$ cat config.mk
export PLATFORM = sky130hd
export DESIGN_NAME = bdoam_ram
export DESIGN_NICKNAME = d
export VERILOG_FILES = /design/src/hw/rtl/assert_macros.svh /design/src/hw/rtl/bdoam_ram.sv
export SDC_FILE = /design/constraint.sdc
export NUM_CORES = 2
export LEC_CHECK = 0
export ABC_CLOCK_PERIOD_IN_PS = 6300
export BUFFER_PORTS_ARGS = -buffer_cell sky130_fd_sc_hd__buf_2
export CORE_UTILIZATION = 60
export CTS_BUF_LIST = sky130_fd_sc_hd__clkbuf_8
export DETAILED_ROUTE_END_ITERATION = 10
export PLACE_DENSITY = 0.78
export SETUP_SLACK_MARGIN = 0.15
export SLEW_MARGIN = 20
export SYNTH_ARGS = -nofsm -noshare
export SYNTH_HDL_FRONTEND = slang
export SYNTH_SLANG_ARGS = --single-unit
$ cat constraint.sdc
create_clock -name aclk -period 6.3 [get_ports aclk]
set_clock_uncertainty 0.05 [all_clocks]
set_input_delay 0.63 -clock aclk [delete_from_list [all_inputs] [get_ports aclk]]
set_output_delay 0.63 -clock aclk [all_outputs]
set_load 0.005 [all_outputs]
$ cat src/hw/rtl/assert_macros.svh
// Assertion macros shared by the RTL of the bus decoder.
// Included by files that carry concurrent assertions; depends on nothing.
`ifndef ASSERT_MACROS_SVH
`define ASSERT_MACROS_SVH

// Checked on every rising edge once reset is released.
`define ASSERT_RUN(lbl, clk, rstn, prop, msg) \
    lbl: assert property (@(posedge clk) disable iff (!rstn) prop) else $error(msg);

// Checked on every rising edge, reset included.
`define ASSERT_ALWAYS(lbl, clk, prop, msg) \
    lbl: assert property (@(posedge clk) prop) else $error(msg);

`endif

$ cat src/hw/rtl/bdoam_ram.sv
// Generic single-port-write, single-port-read RAM with a registered read.
// Used for work RAM and high RAM of the bus decoder; depends on nothing.
module bdoam_ram #(
    parameter int DATA_W = 8,
    parameter int DEPTH  = 256
) (
    input  logic                     aclk,
    input  logic                     we,
    input  logic [$clog2(DEPTH)-1:0] waddr,
    input  logic [DATA_W-1:0]        wdata,
    input  logic                     re,
    input  logic [$clog2(DEPTH)-1:0] raddr,
    output logic [DATA_W-1:0]        rdata
);

    logic [DATA_W-1:0] mem_reg [DEPTH];
    logic [DATA_W-1:0] rdata_reg;

    // Write port.
    always_ff @(posedge aclk) begin
        if (we) begin
            mem_reg[waddr] <= wdata;
        end
    end

    // Registered read port; the data holds until the next read.
    always_ff @(posedge aclk) begin
        if (re) begin
            rdata_reg <= mem_reg[raddr];
        end
    end

    assign rdata = rdata_reg;

endmodule

== Yosys cells after proc, flatten, opt, wreduce, memory -nomap -nowiden ==
Memory sizes are Yosys's and may differ from the RTL's. A register that Yosys moved wholly into a read port is not among the register bits.
Cells that the tools add are included.
Word-level totals
  input port bits: 27
  register bits after elaboration: 0
  ROM bits: 0
  bits in writable memories: 2048
  memories kept: 1
  word-level logic and storage cells: 3
  latch bits: 0
Memories
  mem_reg: depth 256, bits a word 8, read ports 1, clocked after memory_dff 1, wr ports 1, line bdoam_ram.sv:16  | logic [DATA_W-1:0] mem_reg [DEPTH];
Cells by class
  eq/ne operators: 0
  div/mod/pow operators: 0
  muxes and demuxes: 2
  multipliers: 0
  reductions and logical operators: 0
  magnitude comparators: 0
  shift-type cells: 0
  add/subtract/negate cells: 0
  bitwise gates (word level): 0
Operator list (number)
  $mux W1: 2

== Depth between registers and ports, before layout ==
  depth after elaboration: 2
  depth in mapped cells: 11

== Worst setup path before layout ==
OpenSTA, ideal clock, no wires.
  path type: input -> register
  start point: input port raddr[0]
  end point: register rdata_reg[2] (netlist: rdata[2]), read port of mem_reg (data pin)
  arrival time: 2437 ps
  stages on the path: 9
  path buffers: 4
  slack: 3544 ps
  cells stage by stage: buf_6 -> buf_12 -> buf_8 -> buf_2 -> mux4_2 -> a22oi_1 -> a21oi_1 -> nor4_1 -> nor4_2
RTL lines
  start, declared: line bdoam_ram.sv:12  | input logic [$clog2(DEPTH)-1:0] raddr,
  end, declared: line bdoam_ram.sv:17  | logic [DATA_W-1:0] rdata_reg;

==> reports/qor.txt <==
Met2 GRT Util: 43.8%
Grt ovf: 0
Crit-path max FO: 73
Placed insts: 5,371
Met1 usage: 39.7%
Post-CTS setup repair buffer count: 0
Pwr per Cell Area: 302 nW/um2
Post-synth net total: 3,760
Final Cycle Share: 62.3%
Place WS: 1640 ps
Clock-pin transition on the worst setup and hold timing paths: 60 ps
Residual DRC: 0
H-tree levels: 5
DRT Pass-1 Iters: 6
First-pass GRT wire length: 273,000 um
Min-delay worst type: input pin to flip-flop
Routed wire length: 189,000 um
Slew @ Worst Pin: 1280 ps
CP bufs+invs: 2
Vias after detailed routing: 40,300
DIE WIDTH: 366 um
Pin count of the biggest net entering global routing: 201
Setup TNS: 0 ps
Top cells by area, synth: edfxtp_1, mux4_2, mux2i_1
Grt peak-use layer: met2
Synth Instances: 3,733
Endpoint type of the worst setup path: flip-flop
Fin nets: 3,967
EDFF count, synth: 2,056
Synth Cell Area: 79,600 um2
Largest stage delay, worst path: 940 ps
Vias in the first global route: 40,200
Top-area cell type share of the netlist area: 77.5%
Synth warn: 0
RD Place Congestion: 0.891
Largest register FFs: 2,048
Crit path max-delay family: compound AO/OA/AOI/OAI gates
Setup ws final: 2370 ps
Max_slew headroom: 14.5%
GRT Total Usage: 28.4%
Num ports: 35
Slowest cell on crit path: a211oi_1
Critical Path AT: 4580 ps
Count of final setup violators: 0
Initial DRC count: 5,796
Unrepaired setup endpoints after global routing: false
Final core utilization: 66.2%
Area after DPL: 81,600 um2
DR vias/cell: 6.80
Num rows: 133
Final Max Slew Viols: 0
Cell Count, Final, Fillers Out: 5,929
Min Tclk post-route: 3930 ps
Initial Utilization: 60.5%
Achievable Freq: 255 MHz
DRT antenna net count: 0
Crit Path Category: input pin to flip-flop
CTS tree: built
Cell taking the most area after synthesis: edfxtp_1
Final hold vios: 0
Root buf cell: clkbuf_8
Required time of the worst setup path: 6960 ps
Die area: 134,000 um2
Clock Path Buffers: 4
Drt wl/cell: 31.8 um
CP Launch Type: input pin
Initial antenna violation count: 14
Async S/R FF share, synth: 0%
Final Cell Area: 87,100 um2
Leakage: 0.0271 uW
Post-synthesis sequential element count: 2,056
M3 GR Usage: 6.83%
Skew-Pair Late Insertion Delay: 1030 ps
Synthesized area per cell: 21.3 um2
CTS Sinks: 2,056
Max VDD drop: 0.294 mV
Reg2Reg Setup Slack: 2880 ps
Share of cells above drive strength 1: 23.3%
Top_reg_cell synth: edfxtp_1
Status: complete, no violations
Core footprint: 132,000 um2
Max Cap Violations: 0
Register area share after synthesis: 77.5%
Port bufs: 34
Final HPWL DP: 112,000 um
CTS buffer count: 321
Unique masters post-synth: 54
Synthesis-to-finish area growth: 9.43%
CP Cell Sequence: buf_8 -> buf_12 -> mux4_2 -> nand2b_1 -> a311oi_1 -> o221ai_1 -> a211oi_1 -> nor4_1
Die span in y: 366 um
layout by cell type, fill, tap and decap left out, types with 5 or more instances in the layout:
| cell type | n |
|---|---|
| o211ai_1 | 10 |
| o21ai_0 | 10 |
| nor2_1 | 278 |
| o221ai_1 | 46 |
| a21oi_1 | 96 |
| nand3_1 | 34 |
| nand4_1 | 10 |
| buf_4 | 64 |
| clkinv_2 | 27 |
| diode_2 | 7 |
| clkinvlp_4 | 5 |
| nand2_1 | 32 |
| buf_12 | 17 |
| o22a_1 | 5 |
| nor4_2 | 16 |
| a22oi_1 | 133 |
| a22o_1 | 8 |
| inv_1 | 97 |
| clkinv_1 | 87 |
| a211oi_1 | 16 |
| nor4_1 | 11 |
| nor3_1 | 22 |
| clkbuf_8 | 340 |
| a221oi_1 | 13 |
| nor2b_1 | 28 |
| mux2i_1 | 134 |
| buf_2 | 25 |
| o22ai_1 | 28 |
| and2_1 | 6 |
| mux4_2 | 454 |
| nand2b_1 | 8 |
| edfxtp_1 | 2056 |
worst reg2reg max path: cells and delay by family, from the launching register on:
family / cells / cell delay (ps)
AOI/OAI and AO/OA: 3 / 1940
and+or+nand+nor: 2 / 260
DFF: 1 / 380
muxes: 1 / 470
cells in the mapped netlist, types with 2 or more instances:
master     instances
a211oi_1          16
o221ai_1          46
buf_6             21
o22a_1             5
a2111oi_1          2
buf_1             22
a31oi_1            2
a311oi_1           2
mux4_1             2
nor4_2             3
nand2b_1           8
or2_2              4
and3b_1            2
o32ai_1            4
nor3_1            22
a221oi_1          13
buf_12             8
clkbuf_1         111
o21ai_0           10
edfxtp_1        2056
nand3_1           34
buf_4             27
nand4_1           10
nor4_1            24
nor2b_1           31
a21oi_1           96
nand3b_1           2
a22o_1             8
buf_8             13
a2111oi_0          2
mux2i_1          134
o211ai_1          10
nor2_1           282
o21ai_1            2
nand2_1           33
a22oi_1          133
buf_2             31
o22ai_1           28
and2_1             6
mux4_2           454
routing by layer:
metal / vias to the layer above / part of all wire, %
met4: 10 / 3.5
met2: 2806 / 48
met3: 403 / 12
met5: - / 0.034
li1: 16100 / -
met1: 20900 / 37
worst paths after layout:
| path | to | cells past startpoint | from |
|---|---|---|---|
| setup reg to reg | rdata[5]$_DFFE_PP_ | 6 | mem_reg[43][5]$_DFFE_PP_ |
| hold reg to reg | rdata[2]$_DFFE_PP_ | 5 | mem_reg[51][2]$_DFFE_PP_ |
| hold / removal | mem_reg[12][7]$_DFFE_PP_ | 1 | wdata[7] |
| setup / recovery | rdata[5]$_DFFE_PP_ | 8 | raddr[0] |
cell type report:
cell class / count / area (um2)
inverters: 2 / 7.51
diodes: 7 / 17.5
fillers: 7952 / 44500
clock buffers: 332 / 4570
flip-flops and latches: 2056 / 61700
clock inverters: 218 / 955
repair buffers: 117 / 1100
multi-input cells: 1442 / 16600
well taps: 1755 / 2200
cell families after synthesis:
family,count (synthesis),share of synthesized area (%)
flip-flops,2056,77.5
buffers and inverters,235,1.83
AO/OA/AOI/OAI,385,3.42
multiplexers,591,14.6
AND/OR/NAND/NOR,466,2.63
power breakdown:
part           switching [uW]  leakage [uW]  internal, uW
Clock                    4920       0.00319          4980
Sequential               15.3        0.0185         15100
Combinational             871       0.00544           444
timing repair:
item | CTS | global route
hold buffers | 1 | 0
gates resized for setup | 0 | 0
endpoints found under the setup margin | 0 | 0
hold endpoints to repair | 8 | 0
per-stage QoR:
step                hold slack, ps  total power [uW]
finish                        84.0             26300
global route                  69.4             27000
global placement               987             16700
CTS                           14.5             26400
floorplan                      679             16100
detailed placement            1020             16700
Note: power is estimated with default switching activity, not from simulation.
